`config.mk`:
```
export PLATFORM = sky130hd
export DESIGN_NAME = linear_setpoint_trajectory
export DESIGN_NICKNAME = d
export VERILOG_FILES = /design/src/hdl/lst_pkg.sv /design/src/hdl/lst_dpath.sv /design/src/hdl/lst_ctrl.sv /design/src/hdl/linear_setpoint_trajectory.sv
export VERILOG_INCLUDE_DIRS = /design/src /design/src/hdl
export SDC_FILE = /design/constraint.sdc
export NUM_CORES = 1
export LEC_CHECK = 0
export BUFFER_PORTS_ARGS = -buffer_cell sky130_fd_sc_hd__buf_4
export CORE_AREA = 2 2 231 233
export DETAILED_ROUTE_END_ITERATION = 8
export DIE_AREA = 0 0 233 235
export PLACE_DENSITY = 0.87
export SYNTH_ARGS = -nofsm -noshare
export SYNTH_HDL_FRONTEND = slang
export SYNTH_HIERARCHICAL = 1
export SYNTH_SLANG_ARGS = --single-unit
```
`constraint.sdc`:
```
create_clock -name clk -period 6.9 [get_ports clk]
set_input_delay 0.69 -clock clk [delete_from_list [all_inputs] [get_ports clk]]
set_output_delay 0.69 -clock clk [all_outputs]
set_load 0.05 [all_outputs]
```
`src/hdl/linear_setpoint_trajectory_assert.svh`:
```
// Assertion macros shared by the linear setpoint trajectory RTL.
// Users of these macros must have signals named clk and rst in scope.
`ifndef LINEAR_SETPOINT_TRAJECTORY_ASSERT_SVH
`define LINEAR_SETPOINT_TRAJECTORY_ASSERT_SVH

// Same-cycle implication, checked outside reset.
`define LST_ASSERT_IMP(label, ante, cons) \
  label: assert property (@(posedge clk) disable iff (rst) (ante) |-> (cons)) \
    else $error("linear_setpoint_trajectory: assertion failed");

// Next-cycle implication, checked outside reset.
`define LST_ASSERT_NEXT(label, ante, cons) \
  label: assert property (@(posedge clk) disable iff (rst) (ante) |=> (cons)) \
    else $error("linear_setpoint_trajectory: assertion failed");

`endif

```
`src/hdl/lst_pkg.sv`:
```
// Shared widths, constants, types and helpers for the setpoint trajectory block.
// No dependencies.
package lst_pkg;

  localparam int TGT_W  = 32;
  localparam int SP_W   = 40;
  localparam int STEP_W = 16;
  localparam int IDX_W  = 2;
  localparam int Q_FRAC = 8;
  localparam int DIFF_W = TGT_W + Q_FRAC + 1;
  localparam int ACC_W  = DIFF_W + STEP_W + 1;
  localparam int DCNT_W = 6;

  localparam logic [DCNT_W-1:0] DIV_LAST = DCNT_W'(DIFF_W - 1);

  localparam logic [DIFF_W-1:0] LIMIT_SHORT  = DIFF_W'(5000 << Q_FRAC);
  localparam logic [DIFF_W-1:0] LIMIT_MEDIUM = DIFF_W'(15000 << Q_FRAC);
  localparam logic [DIFF_W-1:0] LIMIT_LONG   = DIFF_W'(35000 << Q_FRAC);

  localparam logic [STEP_W-1:0] STEP_COUNT_RESET   = 16'd100;
  localparam logic [STEP_W-1:0] SHORT_STEPS_RESET  = 16'd600;
  localparam logic [STEP_W-1:0] MEDIUM_STEPS_RESET = 16'd1200;
  localparam logic [STEP_W-1:0] LONG_STEPS_RESET   = 16'd2000;

  localparam logic [IDX_W-1:0] REG_SHORT  = 2'd0;
  localparam logic [IDX_W-1:0] REG_MEDIUM = 2'd1;
  localparam logic [IDX_W-1:0] REG_LONG   = 2'd2;

  localparam logic signed [SP_W-1:0] SP_MAX = {1'b0, {(SP_W-1){1'b1}}};
  localparam logic signed [SP_W-1:0] SP_MIN = {1'b1, {(SP_W-1){1'b0}}};

  typedef struct packed {
    logic load;
    logic prep;
    logic sel;
    logic div_step;
    logic div_fin;
    logic mload;
    logic mstep;
    logic fin;
  } lst_cmd_t;

  typedef struct packed {
    logic restart;
    logic div_last;
    logic mul_done;
  } lst_sts_t;

  function automatic logic [STEP_W-1:0] at_least_one(input logic [STEP_W-1:0] v);
    return (v == '0) ? STEP_W'(1) : v;
  endfunction

endpackage

```
`src/hdl/lst_dpath.sv`:
```
// Datapath of the setpoint trajectory: ramp state, bit-serial divider and
// shift-add multiplier. Depends on lst_pkg.
module lst_dpath (
  input  logic                             clk,
  input  logic                             rst,
  input  lst_pkg::lst_cmd_t                cmd,
  output lst_pkg::lst_sts_t                sts,
  input  logic signed [lst_pkg::TGT_W-1:0] target_position,
  input  logic                             cfg_valid,
  input  logic [lst_pkg::IDX_W-1:0]        cfg_index,
  input  logic [lst_pkg::STEP_W-1:0]       cfg_data,
  output logic signed [lst_pkg::SP_W-1:0]  setpoint,
  output logic [lst_pkg::STEP_W-1:0]       tick_index
);

  logic [lst_pkg::STEP_W-1:0] short_steps;
  logic [lst_pkg::STEP_W-1:0] medium_steps;
  logic [lst_pkg::STEP_W-1:0] long_steps;

  logic [lst_pkg::TGT_W-1:0]  target;
  logic [lst_pkg::TGT_W-1:0]  seen_target;
  logic [lst_pkg::SP_W-1:0]   ramp_start;
  logic [lst_pkg::SP_W-1:0]   current_setpoint;
  logic [lst_pkg::DIFF_W-1:0] step_increment;
  logic [lst_pkg::STEP_W-1:0] step_count;
  logic [lst_pkg::STEP_W-1:0] tick_counter;

  logic [lst_pkg::DIFF_W-1:0] diff;
  logic                       diff_neg;
  logic [lst_pkg::DIFF_W-1:0] dq;
  logic [lst_pkg::STEP_W-1:0] rem;
  logic [lst_pkg::DCNT_W-1:0] dcnt;
  logic [lst_pkg::ACC_W-1:0]  acc;
  logic [lst_pkg::ACC_W-1:0]  mcand;
  logic [lst_pkg::STEP_W-1:0] mplier;

  logic [lst_pkg::DIFF_W-1:0] diff_next;
  logic [lst_pkg::DIFF_W-1:0] mag;
  logic [lst_pkg::STEP_W-1:0] count_sel;
  logic [lst_pkg::STEP_W-1:0] tick_next;
  logic [lst_pkg::STEP_W:0]   rem_shift;
  logic                       rem_ge;
  logic [lst_pkg::SP_W-1:0]   sat;
  logic [lst_pkg::ACC_W-lst_pkg::SP_W:0] acc_hi;

  always_comb begin
    diff_next = {target[lst_pkg::TGT_W-1], target, {lst_pkg::Q_FRAC{1'b0}}}
              - {current_setpoint[lst_pkg::SP_W-1], current_setpoint};
    mag = diff[lst_pkg::DIFF_W-1] ? (~diff + 1'b1) : diff;
    if (mag <= lst_pkg::LIMIT_SHORT) begin
      count_sel = lst_pkg::at_least_one(short_steps);
    end else if (mag <= lst_pkg::LIMIT_MEDIUM) begin
      count_sel = lst_pkg::at_least_one(medium_steps);
    end else if (mag <= lst_pkg::LIMIT_LONG) begin
      count_sel = lst_pkg::at_least_one(long_steps);
    end else begin
      count_sel = lst_pkg::at_least_one(step_count);
    end
    tick_next = (tick_counter >= step_count) ? step_count : tick_counter + 1'b1;
    rem_shift = {rem, dq[lst_pkg::DIFF_W-1]};
    rem_ge    = rem_shift >= {1'b0, step_count};
    acc_hi    = acc[lst_pkg::ACC_W-1:lst_pkg::SP_W-1];
    if (acc_hi == '0 || acc_hi == '1) begin
      sat = acc[lst_pkg::SP_W-1:0];
    end else if (acc[lst_pkg::ACC_W-1]) begin
      sat = lst_pkg::SP_MIN;
    end else begin
      sat = lst_pkg::SP_MAX;
    end
  end

  assign sts.restart  = target != seen_target;
  assign sts.div_last = dcnt == lst_pkg::DIV_LAST;
  assign sts.mul_done = mplier == '0;

  always_ff @(posedge clk) begin
    if (rst) begin
      short_steps  <= lst_pkg::SHORT_STEPS_RESET;
      medium_steps <= lst_pkg::MEDIUM_STEPS_RESET;
      long_steps   <= lst_pkg::LONG_STEPS_RESET;
    end else if (cfg_valid) begin
      case (cfg_index)
        lst_pkg::REG_SHORT:  short_steps  <= cfg_data;
        lst_pkg::REG_MEDIUM: medium_steps <= cfg_data;
        lst_pkg::REG_LONG:   long_steps   <= cfg_data;
        default: ;
      endcase
    end
  end

  always_ff @(posedge clk) begin
    if (rst) begin
      seen_target      <= '0;
      ramp_start       <= '0;
      current_setpoint <= '0;
      step_increment   <= '0;
      step_count       <= lst_pkg::STEP_COUNT_RESET;
      tick_counter     <= '0;
    end else begin
      if (cmd.prep) begin
        if (sts.restart) begin
          ramp_start   <= current_setpoint;
          seen_target  <= target;
          tick_counter <= '0;
        end else begin
          tick_counter <= tick_next;
        end
      end
      if (cmd.sel) begin
        step_count <= count_sel;
      end
      if (cmd.div_fin) begin
        step_increment <= diff_neg ? (~dq + 1'b1) : dq;
      end
      if (cmd.fin) begin
        current_setpoint <= sat;
      end
    end
  end

  always_ff @(posedge clk) begin
    if (cmd.load) begin
      target <= target_position;
    end
    if (cmd.prep) begin
      diff <= diff_next;
    end
    if (cmd.sel) begin
      diff_neg <= diff[lst_pkg::DIFF_W-1];
      dq       <= mag;
      rem      <= '0;
      dcnt     <= '0;
    end
    if (cmd.div_step) begin
      rem  <= rem_ge ? lst_pkg::STEP_W'(rem_shift - {1'b0, step_count})
                     : lst_pkg::STEP_W'(rem_shift);
      dq   <= {dq[lst_pkg::DIFF_W-2:0], rem_ge};
      dcnt <= dcnt + 1'b1;
    end
    if (cmd.mload) begin
      acc    <= {{(lst_pkg::ACC_W-lst_pkg::SP_W){ramp_start[lst_pkg::SP_W-1]}}, ramp_start};
      mcand  <= {{(lst_pkg::ACC_W-lst_pkg::DIFF_W){step_increment[lst_pkg::DIFF_W-1]}},
                 step_increment};
      mplier <= tick_counter;
    end
    if (cmd.mstep) begin
      if (mplier[0]) begin
        acc <= acc + mcand;
      end
      mcand  <= {mcand[lst_pkg::ACC_W-2:0], 1'b0};
      mplier <= {1'b0, mplier[lst_pkg::STEP_W-1:1]};
    end
    if (cmd.fin) begin
      setpoint   <= sat;
      tick_index <= tick_counter;
    end
  end

endmodule

```
`src/hdl/lst_ctrl.sv`:
```
// Controller of the setpoint trajectory: sequences one tick through the
// datapath and owns the handshakes. Depends on lst_pkg and the assertion header.
`include "linear_setpoint_trajectory_assert.svh"

module lst_ctrl (
  input  logic              clk,
  input  logic              rst,
  input  logic              in_valid,
  output logic              in_stall,
  output logic              out_valid,
  input  logic              out_stall,
  input  lst_pkg::lst_sts_t sts,
  output lst_pkg::lst_cmd_t cmd
);

  localparam logic [2:0] S_IDLE  = 3'd0;
  localparam logic [2:0] S_PREP  = 3'd1;
  localparam logic [2:0] S_SEL   = 3'd2;
  localparam logic [2:0] S_DIV   = 3'd3;
  localparam logic [2:0] S_NEG   = 3'd4;
  localparam logic [2:0] S_MLOAD = 3'd5;
  localparam logic [2:0] S_MUL   = 3'd6;
  localparam logic [2:0] S_FIN   = 3'd7;

  logic [2:0] state;
  logic [2:0] state_next;
  logic       out_free;

  assign out_free = !out_valid || !out_stall;
  assign in_stall = state != S_IDLE;

  always_comb begin
    cmd        = '0;
    state_next = state;
    case (state)
      S_IDLE: begin
        if (in_valid) begin
          cmd.load   = 1'b1;
          state_next = S_PREP;
        end
      end
      S_PREP: begin
        cmd.prep   = 1'b1;
        state_next = sts.restart ? S_SEL : S_MLOAD;
      end
      S_SEL: begin
        cmd.sel    = 1'b1;
        state_next = S_DIV;
      end
      S_DIV: begin
        cmd.div_step = 1'b1;
        if (sts.div_last) begin
          state_next = S_NEG;
        end
      end
      S_NEG: begin
        cmd.div_fin = 1'b1;
        state_next  = S_MLOAD;
      end
      S_MLOAD: begin
        cmd.mload  = 1'b1;
        state_next = S_MUL;
      end
      S_MUL: begin
        if (sts.mul_done) begin
          state_next = S_FIN;
        end else begin
          cmd.mstep = 1'b1;
        end
      end
      S_FIN: begin
        if (out_free) begin
          cmd.fin    = 1'b1;
          state_next = S_IDLE;
        end
      end
      default: state_next = S_IDLE;
    endcase
  end

  always_ff @(posedge clk) begin
    if (rst) begin
      state     <= S_IDLE;
      out_valid <= 1'b0;
    end else begin
      state <= state_next;
      if (cmd.fin) begin
        out_valid <= 1'b1;
      end else if (!out_stall) begin
        out_valid <= 1'b0;
      end
    end
  end

  `LST_ASSERT_IMP(a_one_cmd, 1'b1, $onehot0(cmd))
  `LST_ASSERT_IMP(a_no_overwrite, out_valid && out_stall, !cmd.fin)
  `LST_ASSERT_NEXT(a_fin_shows, cmd.fin, out_valid)
  `LST_ASSERT_NEXT(a_div_ends, state == S_DIV && sts.div_last, state == S_NEG)

endmodule

```
`src/hdl/linear_setpoint_trajectory.sv`:
```
// Linear setpoint ramp generator: one target position in, one Q.8 setpoint and
// its tick index out per beat. A beat whose target matches the last one seen
// is paced by the shift-add multiplier that walks the significant bits of the
// tick index. A beat with a new target first runs the one-bit-per-cycle divider
// through the 41-bit distance, then the multiplier. One beat is in flight at a
// time; the next one is taken as soon as its result is registered, even while
// that result waits.
module linear_setpoint_trajectory (
  input  logic                             clk,
  input  logic                             rst,
  input  logic                             in_valid,
  output logic                             in_stall,
  input  logic signed [lst_pkg::TGT_W-1:0] target_position,
  output logic                             out_valid,
  input  logic                             out_stall,
  output logic signed [lst_pkg::SP_W-1:0]  setpoint,
  output logic [lst_pkg::STEP_W-1:0]       tick_index,
  input  logic                             cfg_valid,
  output logic                             cfg_ready,
  input  logic [lst_pkg::IDX_W-1:0]        cfg_index,
  input  logic [lst_pkg::STEP_W-1:0]       cfg_data
);

  lst_pkg::lst_cmd_t cmd;
  lst_pkg::lst_sts_t sts;

  assign cfg_ready = 1'b1;

  lst_ctrl u_ctrl (
    .clk       (clk),
    .rst       (rst),
    .in_valid  (in_valid),
    .in_stall  (in_stall),
    .out_valid (out_valid),
    .out_stall (out_stall),
    .sts       (sts),
    .cmd       (cmd)
  );

  lst_dpath u_dpath (
    .clk             (clk),
    .rst             (rst),
    .cmd             (cmd),
    .sts             (sts),
    .target_position (target_position),
    .cfg_valid       (cfg_valid),
    .cfg_index       (cfg_index),
    .cfg_data        (cfg_data),
    .setpoint        (setpoint),
    .tick_index      (tick_index)
  );

endmodule
```
== Word-level counts from Yosys, hierarchy flattened ==
Index checks and enable logic that the tools add are counted.
W data, S select, Z words.
Word-level totals
  input bits: 55
  word-level logic and storage cells: 123
  flip-flop bits (word level): 562
Cells by class
  reductions and logical operators: 22
  bitwise logic cells: 2
  $add $sub $neg: 7
  muxes and demuxes: 46
  magnitude comparators: 5
  eq/ne operators: 17
Operators with widths (count)
  $mux W58: 5
  $mux W16: 12
  $mux W41: 4
  $add A41 B1 Y41 const B: 2
  $not A41 Y41: 2
  $logic_not A16 Y1: 5
  $mux W40: 2
  $add A58 B58 Y58: 1
  $le A41 B21 Y1 const B: 1
  $le A41 B22 Y1 const B: 1
  $le A41 B24 Y1 const B: 1
  $sub A40 B40 Y41: 1
  $ne A32 B32 Y1: 1
  $mux W15: 2
  $pmux W3 S8: 1
  $eq A19 B19 Y1 const B: 1
  $logic_not A19 Y1: 1
  $ge A17 B16 Y1: 1
  $add A16 B1 Y16 const B: 1
  $ge A16 B16 Y1: 1
  $sub A16 B16 Y16: 1
  $mux W3: 5
  $mux W1: 13
  $eq A3 B3 Y1 const B: 4
  other kinds (18): 30

== Longest topological paths before layout ==
  word-level depth: 7
  mapped depth: 16
  depth with buffers taken out: 13

== By module ==
The synthesis kept the hierarchy.
Modules (own cells, without submodules)
  lst_dpath: area each 30269.0 µm², times used 1, cells an instance 3321
  lst_ctrl: area each 316.6 µm², times used 1, cells an instance 42
  linear_setpoint_trajectory: area each 11.3 µm², times used 1, cells an instance 2

== Least setup slack after synthesis ==
No wires, ideal clock.
  kind: register to register
  start: reg u_ctrl.state[2]
  end: reg u_dpath/ramp_start[2] in the netlist's numbering
  setup time: 70 ps
  path buffers: 3
  stages on the path, launching flop included: 9
  arrival: 4868 ps
  path slack: 1962 ps
  path through: dfxtp_1 -> buf_2 -> nor3b_1 -> clkbuf_1 -> inv_1 -> a21oi_1 -> clkbuf_1 -> nand2_1 -> a21oi_1
RTL lines
  from (decl): RTL line lst_ctrl.sv:25  | logic [2:0] state;
  from (signal assigned): RTL line lst_ctrl.sv:86  | state <= state_next;
  to (signal assigned): RTL line lst_dpath.sv:102  | ramp_start <= current_setpoint;
  to (decl): RTL line lst_dpath.sv:22  | logic [lst_pkg::SP_W-1:0] ramp_start;

== Final worst setup path ==
  start: reg u_dpath/diff[2] in the netlist's numbering
  end: reg u_dpath/step_count[14] in the netlist's numbering
Between the ends
  longest elaborated chain between the ends: 7
Ends and longest elaborated chain
  from (decl): RTL line lst_dpath.sv:28  | logic [lst_pkg::DIFF_W-1:0] diff;
  from (signal assigned): RTL line lst_dpath.sv:126  | diff <= diff_next;
  $not A41 Y41: RTL line lst_dpath.sv:49  | mag = diff[lst_pkg::DIFF_W-1] ? (~diff + 1'b1) : diff;
  $add A41 B1 Y41: RTL line lst_dpath.sv:49
  $mux W41 *: RTL line lst_dpath.sv:49
  $le A41 B24 Y1: RTL line lst_dpath.sv:54  | end else if (mag <= lst_pkg::LIMIT_LONG) begin
  $mux W16: RTL line lst_dpath.sv:54
  $mux W16: RTL line lst_dpath.sv:52  | end else if (mag <= lst_pkg::LIMIT_MEDIUM) begin
  $mux W16: RTL line lst_dpath.sv:50  | if (mag <= lst_pkg::LIMIT_SHORT) begin
  to (signal assigned): RTL line lst_dpath.sv:97  | step_count <= lst_pkg::STEP_COUNT_RESET;
  to (signal assigned): RTL line lst_dpath.sv:110  | step_count <= count_sel;
  to (decl): RTL line lst_dpath.sv:25  | logic [lst_pkg::STEP_W-1:0] step_count;
Every way passes the cells marked *; elsewhere a longest branch is shown, timed or not.
A chain may end at the register's enable or synchronous reset.

==> impl_results.md <==
- Cts bufs inserted: 57
- Crit Path Category: register to register
- Clock period minus worst slack: 4.770 ns
- Setup_tns: 0 ns
- Grt ovf: 0
- Nets: 3,550
- Post_cts resized: 0
- Post-detailed-route count of antenna-violating nets: 0
- First-pass GRT wire length: 126,200 um
- DR WL/cell: 19.51 um
- Syn avg cell area: 9.093 um2
- Post-CTS Setup Repair Bufs: 0
- Core Util, Final: 0.6450
- LEAKAGE: 12.26 nW
- DPL Wire Length: 56,310 um
- Crit. End Element: register
- Worst hold path type: primary input to register
- Simple-gate share of the synthesized area: 0.1788
- First DRT Iteration DRCs: 2,855
- Worst Tran Pin Value: 1.118 ns
- Largest net degree at the start of global routing: 164
- Port Buffers: 112
- Die Height: 235 um
- Sw Share: 0.3563
- Inserted Diodes: 0
- Peak supply drop: 199.0 uV
- Tot Pwr: 11.45 mW
- Sequential cell fraction of total power: 0.407
- Detailed-route DRC error count: 0
- Vias per inst: 6.225
- DR pass1 iterations: 7
- Syn_nets: 3,549
- Ys flop type: dfxtp_1
- CTS root buffer: clkbuf_16
- Highest-count cells in the layout ignoring fill and taps: nand2_1 (582), dfxtp_1 (297), a21oi_1 (291), edfxtp_1 (265), o21ai_0 (221)
- Synth Warn #: 6
- Status: completed
- Fmax: 209.7 MHz
- Cell Area, Synth: 0.03060 mm2
- Worst hold slack: 0.2449 ns
- Post-Synth Adder-Cell Area: 0.05324
- Number of synthesized flops with an enable pin: 265
- Antenna violations before repair: 2
- Number of global-route vias before repair: 23,556
- Die area: 0.05476 mm2
- CTS tree: done
- Post-Synth XOR/XNOR Area: 0.05983
- Final hold violations: 0
- P_int: 7.369 mW
- Final Max Tran Viols: 0
- Largest family of logic cells by synthesized area: compound AO/OA/AOI/OAI gates
- Arrival @ worst endpoint: 5.28 ns
- Std cell rows: 84
- PwrDens: 339.8 mW/mm2
- Switching Power: 4.079 mW
- Total number of vias: 25,533
- Skew-Pair Late Insertion Delay: 0.63 ns
- Synth async-reset ratio: 0
- Area Overhead vs Synth: 10.12%
- Fin crit share: 0.6913
- Yosys reg bits: 562
- Logic pwr share: 0.318
- Die Wd: 233 um
- Core footprint: 0.05224 mm2
- Slew HR: 0.2549
- Gate Count Post-Synth: 3,365
- Post-Route WL: 80,020 um
- Max Root-Sink Buffers: 3
- Most common cell after layout, fill and taps aside: nand2_1
- Compound-Gate Fraction of Synth Area: 0.1790
- # setup viols final: 0
- Final Skew: 0.03288 ns
- Final Wtd Congestion: 0.9482
- I/O pin cnt: 114
- Hold path depth: 1
- Crit path max fanout: 17
- RSZ-0062 raised after global routing: false
- FF-to-FF path depth: 10
- Hold_buf cts: 0
- Setup crit start kind: register
- Data required time of the critical path: 7.41 ns
- CTS clk-pin slew, worst paths: 0.06 ns
- Clock power frac: 0.275
- Count of different cell masters after synthesis: 87
- Share of layout cells above drive strength 1: 0.09344
- Initial Util: 0.5858
- Total GRT Usage: 0.2872
- H-tree depth: 2
- TritonCTS Sinks: 562
- Seq/Total Area, Yosys: 0.4544
- Multiplexer share of the synthesized area: 0.03439
- Max cap viols: 0
-- state kept, by name, summed over array words and instances, names as in the netlist --
register / count
u_dpath/short_steps: 16
u_dpath/long_steps: 16
u_dpath/medium_steps: 16
u_dpath/dq: 41
u_dpath/acc: 58
u_dpath/setpoint: 40
u_dpath/target: 32
u_dpath/step_increment: 41
u_dpath/dcnt: 6
u_dpath/mcand: 58
u_ctrl/out_valid: 1
u_dpath/diff: 41
u_dpath/diff_neg: 1
u_dpath/current_setpoint: 40
u_dpath/tick_counter: 16
u_ctrl/state: 3
u_dpath/mplier: 16
u_dpath/step_count: 16
u_dpath/ramp_start: 40
u_dpath/rem: 16
u_dpath/tick_index: 16
u_dpath/seen_target: 32
-- synth_stat cells (all sizes together) (24+ instances only) --
library cell / instances / share of area
nand2: 585 / 0.072
o41ai: 33 / 0.013
a211oi: 41 / 0.010
o31ai: 37 / 0.0091
a31oi: 26 / 0.0053
xnor2: 138 / 0.040
nand2b: 57 / 0.012
nor2: 161 / 0.020
nor4: 38 / 0.0083
nor2b: 32 / 0.0065
dfxtp: 297 / 0.19
edfxtp: 265 / 0.26
a21oi: 294 / 0.048
nand4: 34 / 0.0070
or3: 30 / 0.0063
mux2i: 68 / 0.022
mux2: 33 / 0.012
a21o: 90 / 0.022
xor2: 71 / 0.020
ha: 127 / 0.052
or2: 24 / 0.0049
nor3: 53 / 0.0088
inv: 123 / 0.015
o21ai: 222 / 0.036
nand3: 80 / 0.013
clkbuf: 166 / 0.020
-- final cells by class --
| type | instances | area, um2 |
|---|---|---|
| multi-input cells | 2490 | 15550 |
| well taps | 688 | 860.8 |
| flip-flops and latches | 562 | 13900 |
| fillers | 4026 | 18540 |
| repair buffers | 131 | 999.7 |
| clock inverters | 32 | 280.3 |
| inverters | 124 | 465.4 |
| clock buffers | 75 | 1638 |
-- cells by family (layout without fill, tap and decap cells) --
group                    after synthesis  count (layout)
adder cells (fa/ha/maj)              129             129
XOR/XNOR                             209             209
other                                  1               1
flip-flops                           562             562
buffers and inverters                313             362
AND/OR/NAND/NOR                     1176            1176
multiplexers                         101             101
AO/OA/AOI/OAI                        874             874
-- power by group through the flow --
stage	Combinational [mW]	Clock [mW]	Sequential, mW
detailed placement	3.52	0	4.71
finish	3.64	3.15	4.66
CTS	3.57	3.19	4.64
floorplan	2.72	0	4.55
global route	3.96	3.32	4.71
global placement	3.46	0	4.69
-- worst max-delay path, stage by stage, from the launching register on --
cell and delay, ns:
edfxtp_1 0.46, or3_1 0.58, or4_1 0.90, or2_0 0.51
o31ai_1 0.29, a32oi_1 0.14, nor3_2 0.31, nand3b_1 0.20
nor2_1 0.77, a221oi_1 0.11, o41ai_1 0.37
-- path summary, 6_finish.rpt --
path                                        from  slack (ns)                                  end
max                    u_dpath/diff[2]$_DFFE_PP_        2.13  u_dpath/step_count[14]$_SDFFE_PP0P_
min                           target_position[5]        0.24          u_dpath/target[5]$_DFFE_PP_
max reg2reg            u_dpath/diff[2]$_DFFE_PP_        2.13  u_dpath/step_count[14]$_SDFFE_PP0P_
min reg2reg  u_dpath/ramp_start[37]$_SDFFE_PP0P_        0.46  u_dpath/ramp_start[37]$_SDFFE_PP0P_
-- routing by layer --
| metal | vias to the layer above | share of wire | global-route usage |
|---|---|---|---|
| met5 | - | 0 | 0 |
| met4 | 0 | 0.037 | 0.1050 |
| met3 | 190 | 0.083 | 0.04320 |
| met2 | 1184 | 0.46 | 0.4584 |
| met1 | 12106 | 0.42 | 0.3960 |
| li1 | 12053 | - | - |
-- per-stage QoR --
stage | instances | area [um2] | setup WS [ns]
after floorplan | 3365 | 30600 | 1.962
after global placement | 3995 | 31780 | 2.314
after detailed placement | 3995 | 31780 | 2.221
after CTS | 4102 | 33690 | 2.210
after global routing | 4102 | 33690 | 1.788
final | 4102 | 33690 | 2.130
Note: power is estimated with default switching activity, not from simulation.
